**config.mk**
```make
export PLATFORM = sky130hd
export DESIGN_NAME = sensor_frame_deframer_core_flat
export DESIGN_NICKNAME = d
export VERILOG_FILES = /design/src/rtl/sfd_pkg.sv /design/src/rtl/sfd_channels.sv /design/src/rtl/sfd_parser.sv /design/src/rtl/sfd_out_reg.sv /design/src/rtl/sensor_frame_deframer_core.sv /design/src/flat_wrapper.sv
export VERILOG_INCLUDE_DIRS = /design/src /design/src/rtl
export SDC_FILE = /design/constraint.sdc
export NUM_CORES = 1
export LEC_CHECK = 0
export ABC_CLOCK_PERIOD_IN_PS = 13320
export BUFFER_PORTS_ARGS = -buffer_cell sky130_fd_sc_hd__buf_4
export CAP_MARGIN = 20
export CORE_MARGIN = 3
export CORE_UTILIZATION = 33
export DETAILED_ROUTE_END_ITERATION = 6
export PLACE_DENSITY = 0.57
export SETUP_SLACK_MARGIN = 0.05
export SYNTH_ARGS = -nofsm -noshare
export SYNTH_HDL_FRONTEND = slang
export SYNTH_SLANG_ARGS = --single-unit
```
**constraint.sdc**
```tcl
create_clock -name clock -period 13.32 [get_ports clock]
set_input_delay 2.664 -clock clock [delete_from_list [all_inputs] [get_ports clock]]
set_output_delay 2.664 -clock clock [all_outputs]
set_load 0.01 [all_outputs]
```
**src/rtl/sensor_frame_deframer_core_macros.svh**
```systemverilog
// assertion macros for the sensor frame deframer
// used by the top level only; no other dependencies
`ifndef SENSOR_FRAME_DEFRAMER_CORE_MACROS_SVH
`define SENSOR_FRAME_DEFRAMER_CORE_MACROS_SVH

// same-cycle implication, disabled during reset
`define SFD_ASSERT_IMPL(label, clk, rst, ante, cons) \
   label: assert property (@(posedge clk) disable iff (rst) (ante) |-> (cons)) \
      else $error("sfd assertion failed");

// next-cycle implication, disabled during reset
`define SFD_ASSERT_NEXT(label, clk, rst, ante, cons) \
   label: assert property (@(posedge clk) disable iff (rst) (ante) |=> (cons)) \
      else $error("sfd assertion failed");

`endif

```
**src/rtl/sfd_pkg.sv**
```systemverilog
// shared constants and types for the sensor frame deframer
// no dependencies
package sfd_pkg;

   localparam int WordCount = 5;
   localparam int BodyLen   = 25;
   localparam int RecordLen = 5;

   localparam int ByteWidth     = 8;
   localparam int WordWidth     = 32;
   localparam int CsrIndexWidth = 2;

   localparam logic [ByteWidth-1:0] HeaderResetValue = 8'hFF;
   localparam logic [ByteWidth-1:0] StartResetValue  = 8'h02;

   // configuration register indexes
   localparam logic [CsrIndexWidth-1:0] CsrHeaderIdx = 2'd0;
   localparam logic [CsrIndexWidth-1:0] CsrStartIdx  = 2'd1;

   typedef logic [WordCount-1:0][WordWidth-1:0] sfd_words_type;

   // completed frame handed to the result register
   typedef struct packed {
      logic          emit;
      sfd_words_type words;
   } sfd_frame_type;

   // parser status seen by the top level
   typedef struct packed {
      logic hunting;
      logic checking;
   } sfd_status_type;

endpackage

```
**src/rtl/sfd_channels.sv**
```systemverilog
// valid/ready channel interfaces of the sensor frame deframer
// depends on sfd_pkg
interface sfd_req_if import sfd_pkg::*; ();
   logic                 valid;
   logic                 ready;
   logic [ByteWidth-1:0] rx_byte;

   modport source (output valid, output rx_byte, input ready);
   modport sink   (input valid, input rx_byte, output ready);
endinterface

interface sfd_rsp_if import sfd_pkg::*; ();
   logic                 valid;
   logic                 ready;
   logic [WordWidth-1:0] word_zero;
   logic [WordWidth-1:0] word_one;
   logic [WordWidth-1:0] word_two;
   logic [WordWidth-1:0] word_three;
   logic [WordWidth-1:0] word_four;

   modport source (output valid, output word_zero, output word_one, output word_two,
                   output word_three, output word_four, input ready);
   modport sink   (input valid, input word_zero, input word_one, input word_two,
                   input word_three, input word_four, output ready);
endinterface

```
**src/rtl/sfd_parser.sv**
```systemverilog
// frame parser: header hunt, start check, record staging and checksum
// depends on sfd_pkg
module sfd_parser import sfd_pkg::*; (
   input  logic                 clock,
   input  logic                 reset,
   input  logic                 accept,
   input  logic [ByteWidth-1:0] rx_byte,
   input  logic [ByteWidth-1:0] header_byte,
   input  logic [ByteWidth-1:0] start_byte,
   output sfd_frame_type        frame,
   output sfd_status_type       status
);

   typedef enum logic [1:0] {
      PHASE_HUNT,
      PHASE_START,
      PHASE_BODY,
      PHASE_CHECK
   } phase_type;

   localparam int PosWidth  = $clog2(BodyLen);
   localparam int SlotWidth = $clog2(RecordLen);
   localparam int IdxWidth  = $clog2(WordCount);

   phase_type              phase_ff, phase_in;
   logic [PosWidth-1:0]    pos_ff, pos_in;
   logic [SlotWidth-1:0]   slot_ff, slot_in;
   logic [ByteWidth-1:0]   sum_ff, sum_in;
   logic [ByteWidth-1:0]   id_ff, id_in;
   sfd_words_type          stage_ff, stage_in;
   logic                   emit;
   logic [IdxWidth-1:0]    word_idx;
   logic                   id_ok;

   assign word_idx = id_ff[IdxWidth-1:0];
   assign id_ok    = (id_ff < ByteWidth'(WordCount));

   // next state for one accepted byte
   always_comb begin
      phase_in = phase_ff;
      pos_in   = pos_ff;
      slot_in  = slot_ff;
      sum_in   = sum_ff;
      id_in    = id_ff;
      stage_in = stage_ff;
      emit     = 1'b0;
      if (accept) begin
         unique case (phase_ff)
            PHASE_HUNT: begin
               if (rx_byte == header_byte) begin
                  sum_in   = rx_byte;
                  phase_in = PHASE_START;
               end
            end
            PHASE_START: begin
               if (rx_byte == start_byte) begin
                  sum_in   = sum_ff + rx_byte;
                  pos_in   = '0;
                  slot_in  = '0;
                  phase_in = PHASE_BODY;
               end else begin
                  phase_in = PHASE_HUNT;
               end
            end
            PHASE_BODY: begin
               sum_in = sum_ff + rx_byte;
               // id byte opens a record, data bytes land most significant first
               if (slot_ff == '0) begin
                  id_in = rx_byte;
               end else if (id_ok) begin
                  case (slot_ff)
                     SlotWidth'(1): stage_in[word_idx][31:24] = rx_byte;
                     SlotWidth'(2): stage_in[word_idx][23:16] = rx_byte;
                     SlotWidth'(3): stage_in[word_idx][15:8]  = rx_byte;
                     SlotWidth'(4): stage_in[word_idx][7:0]   = rx_byte;
                     default: ;
                  endcase
               end
               slot_in = (slot_ff == SlotWidth'(RecordLen - 1)) ? '0 : slot_ff + 1'b1;
               pos_in  = pos_ff + 1'b1;
               if (pos_ff == PosWidth'(BodyLen - 1)) begin
                  phase_in = PHASE_CHECK;
               end
            end
            PHASE_CHECK: begin
               phase_in = PHASE_HUNT;
               pos_in   = '0;
               emit     = (rx_byte == sum_ff);
            end
            default: phase_in = PHASE_HUNT;
         endcase
      end
   end

   // state registers
   always_ff @(posedge clock) begin
      if (reset) begin
         phase_ff <= PHASE_HUNT;
         pos_ff   <= '0;
         slot_ff  <= '0;
         sum_ff   <= '0;
         id_ff    <= '0;
         stage_ff <= '0;
      end else begin
         phase_ff <= phase_in;
         pos_ff   <= pos_in;
         slot_ff  <= slot_in;
         sum_ff   <= sum_in;
         id_ff    <= id_in;
         stage_ff <= stage_in;
      end
   end

   assign frame.emit      = emit;
   assign frame.words     = stage_ff;
   assign status.hunting  = (phase_ff == PHASE_HUNT);
   assign status.checking = (phase_ff == PHASE_CHECK);

endmodule

```
**src/rtl/sfd_out_reg.sv**
```systemverilog
// result register holding one finished frame until the receiver takes it
// depends on sfd_pkg
module sfd_out_reg import sfd_pkg::*; (
   input  logic          clock,
   input  logic          reset,
   input  sfd_frame_type frame,
   input  logic          rsp_ready,
   output logic          rsp_valid,
   output sfd_words_type rsp_words,
   output logic          req_ready
);

   logic          valid_ff, valid_in;
   sfd_words_type words_ff, words_in;

   // free when empty or being drained this cycle
   assign req_ready = !valid_ff || rsp_ready;

   always_comb begin
      valid_in = valid_ff;
      words_in = words_ff;
      if (frame.emit) begin
         valid_in = 1'b1;
         words_in = frame.words;
      end else if (rsp_ready) begin
         valid_in = 1'b0;
      end
   end

   // valid needs reset, payload does not
   always_ff @(posedge clock) begin
      if (reset) begin
         valid_ff <= 1'b0;
      end else begin
         valid_ff <= valid_in;
      end
   end

   always_ff @(posedge clock) begin
      words_ff <= words_in;
   end

   assign rsp_valid = valid_ff;
   assign rsp_words = words_ff;

endmodule

```
**src/rtl/sensor_frame_deframer_core.sv**
```systemverilog
// Sensor frame deframer, top level.
// Channels: req_if carries one received byte per request (rx_byte); rsp_if carries
// one decoded frame as five 32-bit words (ids 0 to 4). Both use valid/ready and
// move a request or result at a clock edge where valid and ready are both high.
// Configuration: csr_we, csr_index and csr_wdata write the header byte (index 0)
// and the start byte (index 1); other indexes are ignored. Write only when idle.
// Frame format: header, start byte, five records of id plus four data bytes
// (big endian), then an 8-bit sum of all bytes before it.
// Throughput: one byte per cycle unless an untaken result stalls requests; the
// parser updates its state in the cycle a byte is accepted.
// Result: a good checksum byte shows up as a result in the cycle after it is
// accepted. A bad checksum gives no result.
// Stall: the result register holds a frame until taken; bytes keep flowing
// as long as the register is empty or drained in the same cycle.
// Reset (synchronous, active high): registers return to 0xFF and 0x02, the
// parser hunts for a header, staging words clear to zero, no result pending.
module sensor_frame_deframer_core import sfd_pkg::*; (
   input  logic                     clock,
   input  logic                     reset,
   sfd_req_if.sink                  req_if,
   sfd_rsp_if.source                rsp_if,
   input  logic                     csr_we,
   input  logic [CsrIndexWidth-1:0] csr_index,
   input  logic [ByteWidth-1:0]     csr_wdata
);

`include "sensor_frame_deframer_core_macros.svh"

   logic [ByteWidth-1:0] header_ff;
   logic [ByteWidth-1:0] start_ff;
   logic                 req_accept;
   logic                 req_ready;
   sfd_frame_type        frame;
   sfd_status_type       status;
   sfd_words_type        rsp_words;

   // configuration registers
   always_ff @(posedge clock) begin
      if (reset) begin
         header_ff <= HeaderResetValue;
         start_ff  <= StartResetValue;
      end else if (csr_we) begin
         unique case (csr_index)
            CsrHeaderIdx: header_ff <= csr_wdata;
            CsrStartIdx:  start_ff  <= csr_wdata;
            default: ;
         endcase
      end
   end

   assign req_if.ready = req_ready;
   assign req_accept   = req_if.valid && req_ready;

   sfd_parser u_parser (
      .clock       (clock),
      .reset       (reset),
      .accept      (req_accept),
      .rx_byte     (req_if.rx_byte),
      .header_byte (header_ff),
      .start_byte  (start_ff),
      .frame       (frame),
      .status      (status)
   );

   sfd_out_reg u_out_reg (
      .clock     (clock),
      .reset     (reset),
      .frame     (frame),
      .rsp_ready (rsp_if.ready),
      .rsp_valid (rsp_if.valid),
      .rsp_words (rsp_words),
      .req_ready (req_ready)
   );

   assign rsp_if.word_zero  = rsp_words[0];
   assign rsp_if.word_one   = rsp_words[1];
   assign rsp_if.word_two   = rsp_words[2];
   assign rsp_if.word_three = rsp_words[3];
   assign rsp_if.word_four  = rsp_words[4];

   // a pending result that is not taken blocks new requests
   `SFD_ASSERT_IMPL(a_no_overwrite, clock, reset, rsp_if.valid && !rsp_if.ready, !req_ready)
   // a new result follows an accepted request
   `SFD_ASSERT_IMPL(a_rsp_from_req, clock, reset, $rose(rsp_if.valid), $past(req_accept))
   // only the checksum byte can raise a result
   `SFD_ASSERT_NEXT(a_emit_on_check, clock, reset, req_accept && !status.checking && !rsp_if.valid, !rsp_if.valid)
   // no result can be emitted while hunting
   `SFD_ASSERT_IMPL(a_hunt_quiet, clock, reset, status.hunting, !frame.emit)

endmodule
```
**src/flat_wrapper.sv**
```systemverilog
// flat-port wrapper written by rule: the top's interface ports become plain ports
module sensor_frame_deframer_core_flat import sfd_pkg::*;
  (clock, reset, csr_we, csr_index, csr_wdata, req_if_valid, req_if_rx_byte, req_if_ready, rsp_if_valid, rsp_if_word_zero, rsp_if_word_one, rsp_if_word_two, rsp_if_word_three, rsp_if_word_four, rsp_if_ready);
  sfd_req_if req_if_i ();
  sfd_rsp_if rsp_if_i ();
  input  logic clock;
  input  logic reset;
  input  logic csr_we;
  input  logic [CsrIndexWidth-1:0] csr_index;
  input  logic [ByteWidth-1:0] csr_wdata;
  input wire logic [$bits(req_if_i.valid)-1:0] req_if_valid;
  input wire logic [$bits(req_if_i.rx_byte)-1:0] req_if_rx_byte;
  output wire logic [$bits(req_if_i.ready)-1:0] req_if_ready;
  output wire logic [$bits(rsp_if_i.valid)-1:0] rsp_if_valid;
  output wire logic [$bits(rsp_if_i.word_zero)-1:0] rsp_if_word_zero;
  output wire logic [$bits(rsp_if_i.word_one)-1:0] rsp_if_word_one;
  output wire logic [$bits(rsp_if_i.word_two)-1:0] rsp_if_word_two;
  output wire logic [$bits(rsp_if_i.word_three)-1:0] rsp_if_word_three;
  output wire logic [$bits(rsp_if_i.word_four)-1:0] rsp_if_word_four;
  input wire logic [$bits(rsp_if_i.ready)-1:0] rsp_if_ready;
  assign req_if_i.valid = req_if_valid;
  assign req_if_i.rx_byte = req_if_rx_byte;
  assign req_if_ready = req_if_i.ready;
  assign rsp_if_valid = rsp_if_i.valid;
  assign rsp_if_word_zero = rsp_if_i.word_zero;
  assign rsp_if_word_one = rsp_if_i.word_one;
  assign rsp_if_word_two = rsp_if_i.word_two;
  assign rsp_if_word_three = rsp_if_i.word_three;
  assign rsp_if_word_four = rsp_if_i.word_four;
  assign rsp_if_i.ready = rsp_if_ready;
  sensor_frame_deframer_core u_core (.clock(clock), .reset(reset), .req_if(req_if_i), .rsp_if(rsp_if_i), .csr_we(csr_we), .csr_index(csr_index), .csr_wdata(csr_wdata));
endmodule
```
==> flow_summary.json <==
{
  "status": "complete, no violations",
  "grt_start_max_net_pins": 113,
  "htree_num_levels": 2,
  "period_minus_slack_ps": 5810,
  "drt_iter0_drc": 812,
  "final_util_pct": 41.9,
  "yosys_warnings": 0,
  "synth-edff-count": 160,
  "place.gp.congestion": 0.747,
  "drive_above_1_share_pct": 24.0,
  "grt_pass1_wl_um": 50700,
  "finalCritPeriodShare_pct": 43.6,
  "ant_nets": 0,
  "ys.flop_type": "dfxtp_1",
  "post-cts-setup-buffer-count": 0,
  "chipWidth_um": 206,
  "crit_buf_inv": 2,
  "final_nets": 1243,
  "diodes": 0,
  "worstMarginPinSlew_ps": 969,
  "slew_headroom_pct": 35.4,
  "crit_family": "buffers and inverters",
  "crit_arrival_ps": 3150,
  "worstPathMaxFanout": 4,
  "die_height_um": 206,
  "cts_resized": 0,
  "via_count": 9096,
  "syn_area_mm2": 0.0133,
  "synth_cells": 1049,
  "leakage_nw": 6.27,
  "crit_path_top_delay_cell": "nand2b_2",
  "finalPower_mw": 2.31,
  "min_path_type": "reg2reg",
  "area_growth_pct": 23.9,
  "die-area_mm2": 0.0426,
  "clkTransAtPathRegs_ps": 60,
  "slew_viol_final": 0,
  "synth_nets": 1092,
  "dpl.hpwl_um": 21400,
  "hold_violations": 0,
  "clk_latency_ps": 530,
  "viasPerCell": 5.20,
  "cellPowerDensity_mw_per_mm2": 141,
  "fmax_mhz": 172,
  "cts_tree": "yes",
  "maxCapViolCount": 0,
  "drc": 0,
  "ys_seq_area_share_pct": 66.9,
  "wire_per_inst_um": 19.6,
  "path_common_cell": "buf_4",
  "ir_drop_v": 0.0000785,
  "boundaryPins": 185,
  "numCtsBuffers": 38,
  "wirelength_um": 34300,
  "critPathLaunchType": "input pin",
  "synth_cell_types": 64,
  "core_area_mm2": 0.0392,
  "finClkSkew_ps": 18.0,
  "crit_path_end_kind": "primary output",
  "grt_antenna_before_repair": 0,
  "cp.required_ps": 10660,
  "avgSynthCellArea_um2": 12.6,
  "criticalPathCategory": "in2out",
  "cts.sinks": 363,
  "firstDrtPassIters": 5,
  "cts_buffer_depth": 3,
  "grt-ovfl-total": 0,
  "grt_usage_pct": 15.4,
  "worstPathCellList": "buf_4, nand2b_2, buf_4",
  "portBuffers": 184,
  "cts_hold_buf": 0,
  "finalSetupTns_ps": 0,
  "synthArstFlopShare_pct": 0,
  "rsz0062_at_grt": "no",
  "initial_utilization_pct": 33.8,
  "root_buffer": "clkbuf_16",
  "cpPeakStageDelay_ps": 210,
  "ys_ff_latch": 363,
  "grt_pass1_vias": 8456,
  "setup_viol": 0,
  "rows": 72,
  "hold-worst-slack_ps": 430
}
[through the flow]
step	cells	cell area (um^2)	setup slack [ps]
global route	1748	16400	7490
floorplan	1049	13300	6310
detailed placement	1677	15100	7460
CTS	1747	16400	7500
global placement	1676	15100	7500
finish	1748	16400	7510
[layout by cell type (no fill, tap or decap), drive strengths merged, types with 12 or more instances in the layout]
master | synthesis | layout
nor2 | 203 | 203
a32oi | 128 | 128
nand2 | 18 | 18
xor2 | 16 | 16
ha | 19 | 19
inv | 14 | 18
a21oi | 12 | 12
buf | 9 | 198
clkbuf | 79 | 55
a22oi | 33 | 33
dfxtp | 203 | 203
mux2i | 20 | 20
edfxtp | 160 | 160
o21ai | 19 | 19
nor4 | 12 | 12
[final cells by class]
type                    count  area, um^2
clock buffers              54        1100
flip-flops and latches    363        8870
multi-input cells         584        4040
well taps                 518         648
repair buffers            199        1500
fillers                  3663       22800
inverters                  14        57.6
clock inverters            16         226
[kinds of logic (layout without fill, tap and decap cells)]
kind of cell               after synthesis  count (layout)  share of synthesized area, %
DFF                                    363             363                          66.9
and+or+nand+nor                        287             287                          9.89
AOI/OAI and AO/OA                      237             237                          15.4
buffers and inverters                  102             283                          3.00
muxes                                   23              23                          1.76
adders and majority gates               20              20                          1.94
xor gates and xnor gates                17              17                          1.12
[final timing paths]
check | from | end | slack (ps) | cells past startpoint
max | rsp_if_ready | req_if_ready | 7510 | 3
min reg2reg | flip-flop | u_core.u_out_reg.rsp_words[151] | 430 | 0
max reg2reg | u_core.u_parser.phase_ff[0] | flip-flop | 10140 | 7
min | flip-flop | u_core.u_out_reg.rsp_words[151] | 430 | 0
[where the power goes]
| part | switching [mW] | leakage (nW) | internal [mW] |
|---|---|---|---|
| Clock | 0.433 | 0.651 | 0.676 |
| Sequential | 0.00149 | 3.35 | 1.15 |
| Combinational | 0.0343 | 2.27 | 0.0130 |
[synth_stat cells (all sizes together) (2+ instances only)]
library cell / instances / share of area [%]
a211oi: 4 / 0.23
nand2: 18 / 0.53
edfxtp: 160 / 36
buf: 9 / 0.37
mux2i: 20 / 1.5
a21bo: 3 / 0.23
o31ai: 4 / 0.26
o211ai: 11 / 1.7
or2: 3 / 0.14
nor4b: 4 / 0.26
dfxtp: 203 / 31
nor2b: 10 / 0.47
mux2: 3 / 0.25
o21a: 2 / 0.11
a21oi: 12 / 0.45
nor3b: 4 / 0.26
a22oi: 33 / 1.9
nand3: 8 / 0.34
clkbuf: 79 / 2.2
or4: 2 / 0.11
xor2: 16 / 1.1
nor4: 12 / 0.73
nor3: 7 / 0.30
a21boi: 2 / 0.11
inv: 14 / 0.40
a311oi: 2 / 0.13
a211o: 10 / 0.66
a32oi: 128 / 8.5
nand2b: 4 / 0.23
ha: 19 / 1.8
nand3b: 4 / 0.23
o21ai: 19 / 0.75
and2: 2 / 0.094
nor2: 203 / 5.7
nand4: 2 / 0.21
[layer usage]
layer / wire, um / track usage [%] / up-vias
met5: 0 / 0 / -
met4: 567 / 4.02 / 0
met3: 2110 / 2.77 / 42
met2: 16500 / 25.1 / 317
met1: 15100 / 21.1 / 4477
li1: - / - / 4260
Note: power is estimated with default switching activity, not from simulation.
